==> src/dtsp_pkg.sv <==
package dtsp_pkg;

    // number of fraction digits weighted into the microsecond total
    localparam int FRACTION_DIGITS = 6;
    localparam int SEEN_W          = $clog2(FRACTION_DIGITS + 1);

    // classified item queue between front and back
    localparam int QUEUE_DEPTH = 4;
    localparam int QPTR_W      = $clog2(QUEUE_DEPTH);
    localparam int QCNT_W      = $clog2(QUEUE_DEPTH + 1);

    // seconds overflow limits: 4294967295 = 429496729 * 10 + 5
    localparam logic [31:0] SEC_PREFIX_LIMIT = 32'd429496729;
    localparam logic [3:0]  MAX_LAST_DIGIT   = 4'd5;

    localparam logic [7:0] CHAR_NUL   = 8'h00;
    localparam logic [7:0] CHAR_POINT = 8'h2E;
    localparam logic [7:0] CHAR_ZERO  = 8'h30;
    localparam logic [7:0] CHAR_NINE  = 8'h39;

    typedef enum logic [1:0] {
        ST_OK       = 2'd0,
        ST_OVERFLOW = 2'd1,
        ST_INVALID  = 2'd2
    } t_status;

    typedef enum logic [1:0] {
        K_DIGIT = 2'd0,
        K_POINT = 2'd1,
        K_NUL   = 2'd2,
        K_OTHER = 2'd3
    } t_kind;

    typedef struct packed {
        logic [7:0] character;
        logic       last_char;
    } t_in_item;

    typedef struct packed {
        logic [31:0] seconds;
        logic [19:0] microseconds;
        logic [1:0]  status;
    } t_out_item;

    // one classified character
    typedef struct packed {
        t_kind      kind;
        logic [3:0] digit;
        logic       last;
    } t_cls;

    typedef struct packed {
        logic push;
        t_cls cls;
    } t_push;

    typedef struct packed {
        logic full;
        logic empty;
    } t_q_stat;

    // weight of a fraction digit, 10^k
    function automatic logic [31:0] pow_ten(input logic [3:0] k);
        logic [31:0] p;
        unique case (k)
            4'd0:    p = 32'd1;
            4'd1:    p = 32'd10;
            4'd2:    p = 32'd100;
            4'd3:    p = 32'd1000;
            4'd4:    p = 32'd10000;
            4'd5:    p = 32'd100000;
            4'd6:    p = 32'd1000000;
            4'd7:    p = 32'd10000000;
            default: p = 32'd100000000;
        endcase
        return p;
    endfunction

endpackage

==> src/dtsp_front.sv <==
module dtsp_front import dtsp_pkg::*; (
    input  logic     i_valid,
    input  t_in_item i_item,
    input  t_q_stat  i_q_stat,
    output logic     o_stall,
    output t_push    o_push
);

    logic w_is_digit;
    t_cls w_cls;

    assign w_is_digit = (i_item.character >= CHAR_ZERO) && (i_item.character <= CHAR_NINE);

    // classify the byte
    always_comb begin
        w_cls.last  = i_item.last_char;
        w_cls.digit = 4'(i_item.character - CHAR_ZERO);
        if (w_is_digit) begin
            w_cls.kind = K_DIGIT;
        end else if (i_item.character == CHAR_POINT) begin
            w_cls.kind = K_POINT;
        end else if (i_item.character == CHAR_NUL) begin
            w_cls.kind = K_NUL;
        end else begin
            w_cls.kind = K_OTHER;
        end
    end

    assign o_stall     = i_q_stat.full;
    assign o_push.push = i_valid && !i_q_stat.full;
    assign o_push.cls  = w_cls;

endmodule

==> src/dtsp_queue.sv <==
module dtsp_queue import dtsp_pkg::*; (
    input  logic    i_clk,
    input  logic    i_rst_n,
    input  t_push   i_push,
    input  logic    i_pop,
    output t_cls    o_head,
    output t_q_stat o_stat
);

    t_cls              r_mem [QUEUE_DEPTH];
    logic [QPTR_W-1:0] r_wr;
    logic [QPTR_W-1:0] r_rd;
    logic [QCNT_W-1:0] r_cnt;
    logic [QCNT_W-1:0] n_cnt;

    always_comb begin
        n_cnt = r_cnt;
        if (i_push.push && !i_pop) begin
            n_cnt = r_cnt + QCNT_W'(1);
        end else if (!i_push.push && i_pop) begin
            n_cnt = r_cnt - QCNT_W'(1);
        end
    end

    always_ff @(posedge i_clk) begin
        if (!i_rst_n) begin
            r_wr  <= '0;
            r_rd  <= '0;
            r_cnt <= '0;
        end else begin
            if (i_push.push) begin
                r_wr <= r_wr + QPTR_W'(1);
            end
            if (i_pop) begin
                r_rd <= r_rd + QPTR_W'(1);
            end
            r_cnt <= n_cnt;
        end
    end

    always_ff @(posedge i_clk) begin
        if (i_push.push) begin
            r_mem[r_wr] <= i_push.cls;
        end
    end

    assign o_head       = r_mem[r_rd];
    assign o_stat.full  = (r_cnt == QCNT_W'(QUEUE_DEPTH));
    assign o_stat.empty = (r_cnt == '0);

endmodule

==> src/dtsp_back.sv <==
module dtsp_back import dtsp_pkg::*; (
    input  logic      i_clk,
    input  logic      i_rst_n,
    input  t_cls      i_head,
    input  t_q_stat   i_q_stat,
    input  logic      i_out_stall,
    output logic      o_pop,
    output logic      o_out_valid,
    output t_out_item o_out_item
);

    typedef enum logic [2:0] {
        PH_INT  = 3'b001,
        PH_FRAC = 3'b010,
        PH_DROP = 3'b100
    } t_phase;

    t_phase            r_phase, n_phase;
    logic [31:0]       r_sec, n_sec;
    logic [19:0]       r_usec, n_usec;
    logic [SEEN_W-1:0] r_seen, n_seen;
    logic              r_out_valid;
    t_out_item         r_out_item;

    logic              w_emit;
    t_status           w_status;
    logic [31:0]       w_sec_next;
    logic [SEEN_W-1:0] w_k;
    logic [31:0]       w_prod;
    logic              w_ovf;
    logic [31:0]       w_ok_sec;
    logic [19:0]       w_ok_usec;

    // free output slot, or one being taken this cycle
    assign o_pop = !i_q_stat.empty && (!r_out_valid || !i_out_stall);

    assign w_sec_next = (r_sec << 3) + (r_sec << 1) + {28'd0, i_head.digit};
    assign w_ovf      = (r_sec > SEC_PREFIX_LIMIT) ||
                        ((r_sec == SEC_PREFIX_LIMIT) && (i_head.digit > MAX_LAST_DIGIT));
    assign w_k        = SEEN_W'(FRACTION_DIGITS - 1) - r_seen;
    assign w_prod     = {28'd0, i_head.digit} * pow_ten(4'(w_k));

    always_comb begin
        n_phase  = r_phase;
        n_sec    = r_sec;
        n_usec   = r_usec;
        n_seen   = r_seen;
        w_emit   = 1'b0;
        w_status = ST_OK;
        if (o_pop) begin
            unique case (r_phase)
                PH_INT, PH_FRAC: begin
                    if (i_head.kind == K_NUL) begin
                        w_emit = 1'b1;
                    end else if (r_phase == PH_INT) begin
                        unique case (i_head.kind)
                            K_DIGIT: begin
                                if (w_ovf) begin
                                    w_emit   = 1'b1;
                                    w_status = ST_OVERFLOW;
                                end else begin
                                    n_sec = w_sec_next;
                                end
                            end
                            K_POINT: n_phase = PH_FRAC;
                            default: begin
                                w_emit   = 1'b1;
                                w_status = ST_INVALID;
                            end
                        endcase
                    end else begin
                        if (i_head.kind == K_DIGIT) begin
                            if (r_seen < SEEN_W'(FRACTION_DIGITS)) begin
                                n_usec = r_usec + w_prod[19:0];
                                n_seen = r_seen + SEEN_W'(1);
                            end
                        end else begin
                            w_emit   = 1'b1;
                            w_status = ST_INVALID;
                        end
                    end
                    if (!w_emit && i_head.last) begin
                        w_emit = 1'b1;
                    end
                end
                default: begin
                    if (i_head.last) begin
                        n_phase = PH_INT;
                    end
                end
            endcase
        end
        if (w_emit) begin
            n_phase = i_head.last ? PH_INT : PH_DROP;
            n_sec   = '0;
            n_usec  = '0;
            n_seen  = '0;
        end
    end

    // values reported on an ok result include the digit consumed this cycle
    always_comb begin
        w_ok_sec  = r_sec;
        w_ok_usec = r_usec;
        if (r_phase == PH_INT && i_head.kind == K_DIGIT) begin
            w_ok_sec = w_sec_next;
        end
        if (r_phase == PH_FRAC && i_head.kind == K_DIGIT &&
            r_seen < SEEN_W'(FRACTION_DIGITS)) begin
            w_ok_usec = r_usec + w_prod[19:0];
        end
    end

    always_ff @(posedge i_clk) begin
        if (!i_rst_n) begin
            r_phase     <= PH_INT;
            r_sec       <= '0;
            r_usec      <= '0;
            r_seen      <= '0;
            r_out_valid <= 1'b0;
        end else begin
            r_phase <= n_phase;
            r_sec   <= n_sec;
            r_usec  <= n_usec;
            r_seen  <= n_seen;
            if (w_emit) begin
                r_out_valid <= 1'b1;
            end else if (!i_out_stall) begin
                r_out_valid <= 1'b0;
            end
        end
    end

    always_ff @(posedge i_clk) begin
        if (w_emit) begin
            r_out_item.status       <= w_status;
            r_out_item.seconds      <= (w_status == ST_OK) ? w_ok_sec : 32'd0;
            r_out_item.microseconds <= (w_status == ST_OK) ? w_ok_usec : 20'd0;
        end
    end

    assign o_out_valid = r_out_valid;
    assign o_out_item  = r_out_item;

endmodule

==> src/decimal_time_string_parser.sv <==
// decimal time string parser: ascii "<seconds>[.<fraction>]" to seconds and microseconds
// input channel: one byte per item on i_in_item.character, i_in_item.last_char set on
//   the final byte of a string; taken when i_in_valid is high and o_in_stall is low
// output channel: one result per string on o_out_item (seconds, microseconds, status);
//   taken when o_out_valid is high and i_out_stall is low
// status 0 ok, 1 seconds above 4294967295, 2 bad character; seconds and
//   microseconds read zero on an error status
// a string ends at a nul byte, a flagged last byte, a bad character or overflow;
//   bytes after an early end are dropped up to the flagged last byte
// the byte that ends a string is written to the queue at the edge that takes it;
//   its result is registered on the output when the back end pops that byte
// throughput: one byte per cycle unless a held result stalls the back-end update
//   (shift-add by ten for seconds, table weight times digit for the fraction)
// a four-item queue sits between classifier and back end; o_in_stall rises only
//   when that queue is full, so a stalled receiver fills the queue before the
//   sender is held
// reset (synchronous, active low): queue emptied, no result pending, accumulators
//   zero, parse restarts in the integer part
module decimal_time_string_parser import dtsp_pkg::*; (
    input  logic      i_clk,
    input  logic      i_rst_n,
    input  logic      i_in_valid,
    input  t_in_item  i_in_item,
    output logic      o_in_stall,
    output logic      o_out_valid,
    input  logic      i_out_stall,
    output t_out_item o_out_item
);

    t_push   w_push;
    t_cls    w_head;
    t_q_stat w_q_stat;
    logic    w_pop;

    // front: handshake and byte classification
    dtsp_front u_front (
        .i_valid  (i_in_valid),
        .i_item   (i_in_item),
        .i_q_stat (w_q_stat),
        .o_stall  (o_in_stall),
        .o_push   (w_push)
    );

    // short queue of classified bytes
    dtsp_queue u_queue (
        .i_clk   (i_clk),
        .i_rst_n (i_rst_n),
        .i_push  (w_push),
        .i_pop   (w_pop),
        .o_head  (w_head),
        .o_stat  (w_q_stat)
    );

    // back: parse state, accumulators and result register
    dtsp_back u_back (
        .i_clk       (i_clk),
        .i_rst_n     (i_rst_n),
        .i_head      (w_head),
        .i_q_stat    (w_q_stat),
        .i_out_stall (i_out_stall),
        .o_pop       (w_pop),
        .o_out_valid (o_out_valid),
        .o_out_item  (o_out_item)
    );

    // an accepted byte is in the queue on the next cycle
    a_push_lands: assert property (@(posedge i_clk) disable iff (!i_rst_n)
        (i_in_valid && !o_in_stall) |=> !w_q_stat.empty)
        else $error("accepted byte missing from queue");

    // no pop from an empty queue
    a_pop_nonempty: assert property (@(posedge i_clk) disable iff (!i_rst_n)
        w_pop |-> !w_q_stat.empty)
        else $error("pop from empty queue");

    // error results carry zero payload
    a_err_zero: assert property (@(posedge i_clk) disable iff (!i_rst_n)
        (o_out_valid && (o_out_item.status != ST_OK)) |->
        ((o_out_item.seconds == 32'd0) && (o_out_item.microseconds == 20'd0)))
        else $error("error result with non-zero fields");

    // status code three never produced
    a_status_code: assert property (@(posedge i_clk) disable iff (!i_rst_n)
        o_out_valid |-> (o_out_item.status != 2'd3))
        else $error("undefined status code");

endmodule
==> config.mk <==
export PLATFORM = sky130hd
export DESIGN_NAME = decimal_time_string_parser
export DESIGN_NICKNAME = d
export VERILOG_FILES = /design/src/dtsp_pkg.sv /design/src/dtsp_front.sv /design/src/dtsp_queue.sv /design/src/dtsp_back.sv /design/src/decimal_time_string_parser.sv
export SDC_FILE = /design/constraint.sdc
export NUM_CORES = 1
export LEC_CHECK = 0
export BUFFER_PORTS_ARGS = -buffer_cell sky130_fd_sc_hd__clkbuf_2
export CELL_PAD_IN_SITES_DETAIL_PLACEMENT = 0
export CELL_PAD_IN_SITES_GLOBAL_PLACEMENT = 1
export CORE_MARGIN = 2
export CORE_UTILIZATION = 31
export DETAILED_ROUTE_END_ITERATION = 8
export GPL_TIMING_DRIVEN = 0
export PLACE_DENSITY_LB_ADDON = 0.12
export RECOVER_POWER = 50
export SLEW_MARGIN = 10
export SYNTH_ARGS = -nofsm -noshare
export SYNTH_HDL_FRONTEND = slang
export SYNTH_HIERARCHICAL = 1
export SYNTH_SLANG_ARGS = --single-unit
export TNS_END_PERCENT = 50
==> constraint.sdc <==
create_clock -name i_clk -period 15.3 [get_ports i_clk]
set_clock_uncertainty 0.15 [all_clocks]
set_input_delay 3.06 -clock i_clk [delete_from_list [all_inputs] [get_ports i_clk]]
set_output_delay 3.06 -clock i_clk [all_outputs]
set_load 0.05 [all_outputs]
==> run summary <==
Setup repair after global routing left no endpoint under its margin. Dividing total power by cell area gives a power density of 178 mW/mm². Compared with the post-synthesis result, the final layout area differs by 12.7%. The number of antenna violations at the first check in global routing came out at 0. The max-slew violation total from the final report was 55; the count of input and output buffers was 67. The run gives 23500 µm as the post-DP HPWL. After clock tree synthesis, the repair step resized 0 gates. Once detail routing completed, the nets flagged for antenna violations numbered 0. The maximum single-stage delay on the critical path is 2.21 ns, and the number of standard-cell rows in the floorplan is 68. First-pass GRT wire length: 48800 µm.

The cell depth of the worst flop-to-flop path was 21. The die covers 0.0363 mm². The count of inserted antenna diode cells was 0. Of the cells placed in the final design, the portion with a size suffix greater than 1 is 4.74%. The reg-to-reg setup timing slack was 8.60 ns. The commonest cells after synthesis are sky130_fd_sc_hd__nand2_1, sky130_fd_sc_hd__a21oi_1, sky130_fd_sc_hd__inv_1. The multi-input logic area is 0.00634 mm².

The leading area contributor after synthesis is sky130_fd_sc_hd__edfxtp_1. The average instance in the mapped netlist occupies 9.10 µm². The routed design could run at a clock period as short as 7.23 ns.

The cell with the most instances after synthesis is sky130_fd_sc_hd__nand2_1. At the end of the flow the core is filled with cells to 35.3%. The logs give 0 for the number of hold buffers added after CTS and 55 for the largest net degree at the start of global routing. Number of max-cap violations: 1.

The static leakage power was 4.88 nW. In this run the critical register-to-register path is launched from u_back/r_seen[1]. For the buffer levels on the longest clock path, the log shows 2. The clock-pin slew on the worst setup and hold paths came out at 0.07 ns. The wire length per cell after detailed routing is 17.9 µm. The endpoint identified for the worst register-to-register timing path is u_back/o_out_item[20]. The tools report the standard cell core area as 0.0345 mm². The critical path depth is 9. Summed over all layers, the global routing overflow is 0.

The endpoint of the most critical setup path is u_back/o_out_item[14]. The tools report the achievable clock frequency as 138 MHz. For the count of distinct cell types in the synthesized netlist, the log shows 66. The standard cell with the maximum stage delay on the critical path is sky130_fd_sc_hd__clkinvlp_2. Grouping stages by cell kind, the critical path spends the most delay in buffers and inverters. For the clock power share, the log shows 19.4%. Data on the critical path is required at its endpoint by 14.47 ns. Of all nets on the critical path, the largest fanout is 54. The share of the Yosys chip area taken by registers is 35.4%. The checks that failed: max-capacitance violations, max-slew violations.

The worst pin sits at a relative slew slack of -86.7%. Summed over its instances, the top area cell type makes up 22.8% of the synthesized netlist area. The analysis attributes to net switching a power of 0.00107 W.

The worst setup path is launched from a primary input. Number of buffer and inverter instances along the worst setup path: 3. The flow ran to the end, but the final reports show violations. The number of global-route vias before repair was 8498; the portion of total power attributed to combinational logic was 53.0%. Post-CTS timing repair inserted 0 buffers for setup.

The count of flip-flops with a built-in enable after synthesis was 82; the number of instances on the worst hold path was 2. The congestion estimate from routability-driven global placement came to 0.821. By area the synthesized netlist is led by sky130_fd_sc_hd__edfxtp_1, sky130_fd_sc_hd__dfxtp_1, sky130_fd_sc_hd__ha_1. The logs give 31.3% for the starting density of the core and 4 for the number of H-tree levels.

Overall power consumption after layout is estimated at 0.00217 W. In the routed layout, each cell is associated on average with a via count of 4.87. Among all flip-flop cells after synthesis, the most frequent one is sky130_fd_sc_hd__edfxtp_1. In this run switching power makes up 49.2% of total power. The run gives 0.00110 W as the design internal power. The signal on the critical path passes through clkbuf_2 > nand2_1 > nand2b_1 > clkbuf_1 > nor2_1 > o21ai_0 > a21oi_1 > a21oi_1 > clkinvlp_2.

Global routing used 17.8% of the available tracks across all layers. The most common cell type on the critical path is sky130_fd_sc_hd__a21oi_1. Setup violations remaining at the end of the flow were counted as 0.

For the post-synthesis cell area, the log shows 0.0108 mm². The worst slack on hold paths was 0.307 ns; the sequential power share was 27.6%. The path category of the worst min-delay check is register to register. At the later pin of the worst-skew pair, clock insertion delay measures 0.44 ns.

The share of flip-flops with an asynchronous set or reset was 0%; the total of fill cells in the finished design was 3677. The setup TNS was 0 ns; the post-route fraction of the period consumed by the critical path was 47.3%. Synthesis produced 1187 cells. The logs give 6.41 ns for the critical path arrival and 4 for the total iterations of the first detailed-routing run. Clock tree synthesis found a total of 150 sinks. The remaining design rule violation count is 0. CTS root buffer: sky130_fd_sc_hd__clkbuf_16. The die outline width came out at 191 µm. VDD sags by at most 117 µV. The tools report the kind of capture point of the worst setup path as a register. The net count of the mapped netlist was 1346; the total number of vias was 8481.

In this run, CTS created clock tree buffers numbering 17. The sequential standard cell area is 0.00382 mm². The tools report the count of final hold-check violations as 0. TritonCTS built the clock tree. For the final wirelength, the log shows 31100 µm. Tracing the worst setup path back leads to its startpoint at i_out_stall. The die extent in y works out to 191 µm. For the first-iteration detailed-routing DRC count, the log shows 431. For the count of boundary I/O pins, the log shows 69.

Synthesis inferred 150 register bits. The slew at the pin closest to its max-slew limit is 2.79 ns. The count of yosys warnings during synthesis is 6. The critical path start-end classification is primary input to register. The tools report the number of nets at the end of the flow as 1432.
==> kinds of logic after synthesis <==
group,share of synthesized area (%)
simple gates,17.9
fa+ha+maj,20.3
buf+inv,5.78
compound gates,13.6
xor+xnor,4.62
flops,35.4
mux,2.31
==> routing by layer <==
metal,part of all wire [%],vias to the layer above,wire length [µm],GRT usage [%]
li1,-,4233,-,-
met1,51,4103,15700,25.5
met2,45,129,14100,28.3
met3,3.5,16,1090,2.87
met4,0.65,0,202,3.46
met5,0,-,0,0
==> worst min-delay path by stage <==
stage | startpoint | end | slack (ns)
2_1_floorplan | u_back/r_usec[13] | u_back/r_usec[13] | 0.28
3_3_place_gp | u_back/r_usec[13] | u_back/r_usec[13] | 0.29
3_5_place_dp | u_back/r_usec[13] | u_back/r_usec[13] | 0.30
4_1_cts | u_back/r_usec[18] | u_back/r_usec[18] | 0.31
5_1_grt | u_back/r_usec[13] | u_back/r_usec[13] | 0.33
6_report | u_back/r_usec[13] | u_back/r_usec[13] | 0.31
==> flip-flops by register name, indices dropped and copies added, names as in the netlist, named ones only <==
signal / cells
u_back/o_out_item: 54
u_back/o_out_valid: 1
u_back/r_phase: 3
u_back/r_sec: 32
u_back/r_seen: 3
u_back/r_usec: 20
u_queue/r_cnt: 3
u_queue/r_mem: 28
u_queue/r_rd: 2
u_queue/r_wr: 2
==> worst min-delay path, stage by stage (launching register included) <==
cell and delay, ns:
sky130_fd_sc_hd__dfxtp_1 0.31, sky130_fd_sc_hd__nand2_1 0.05, sky130_fd_sc_hd__a21oi_1 0.05
==> area by class of cell <==
| class | instances | share of cell area (%) |
|---|---|---|
| Multi-Input combinational cell | 881 | 52.1 |
| Buffer | 57 | 1.92 |
| Clock buffer | 20 | 3.59 |
| Tap cell | 455 | 4.68 |
| Sequential cell | 150 | 31.4 |
| Inverter | 99 | 3.06 |
| Clock inverter | 12 | 1.07 |
| Timing Repair Buffer | 67 | 2.14 |
==> placed cells by master, fill, tap and decap left out, types with 20 or more instances in the layout <==
cell,count
sky130_fd_sc_hd__ha_1,97
sky130_fd_sc_hd__o21ai_0,34
sky130_fd_sc_hd__fa_1,49
sky130_fd_sc_hd__nor2_1,87
sky130_fd_sc_hd__and2_1,20
sky130_fd_sc_hd__edfxtp_1,82
sky130_fd_sc_hd__a211oi_1,21
sky130_fd_sc_hd__nor2b_1,27
sky130_fd_sc_hd__nand2_1,195
sky130_fd_sc_hd__a21oi_1,122
sky130_fd_sc_hd__dfxtp_1,68
sky130_fd_sc_hd__xnor2_1,39
sky130_fd_sc_hd__inv_1,98
sky130_fd_sc_hd__clkbuf_1,111
==> stage by stage <==
step | cells | area [µm²] | setup WS [ns]
after floorplan | 1187 | 10800 | 9.95
after global placement | 1709 | 11700 | 8.63
after detailed placement | 1709 | 11700 | 8.71
after CTS | 1741 | 12300 | 8.65
after global routing | 1741 | 12200 | 7.45
final | 1741 | 12200 | 8.07
==> power by group through the flow <==
stage / Clock [W] / Combinational, W / Sequential [W]
after floorplan: 0 / 0.000598 / 0.000868
after global placement: 0 / 0.00118 / 0.000604
after detailed placement: 0 / 0.00118 / 0.000601
after CTS: 0.000435 / 0.00119 / 0.000593
after global routing: 0.000454 / 0.00127 / 0.000610
final: 0.000420 / 0.00115 / 0.000599
Note: power is estimated with default switching activity, not from simulation.
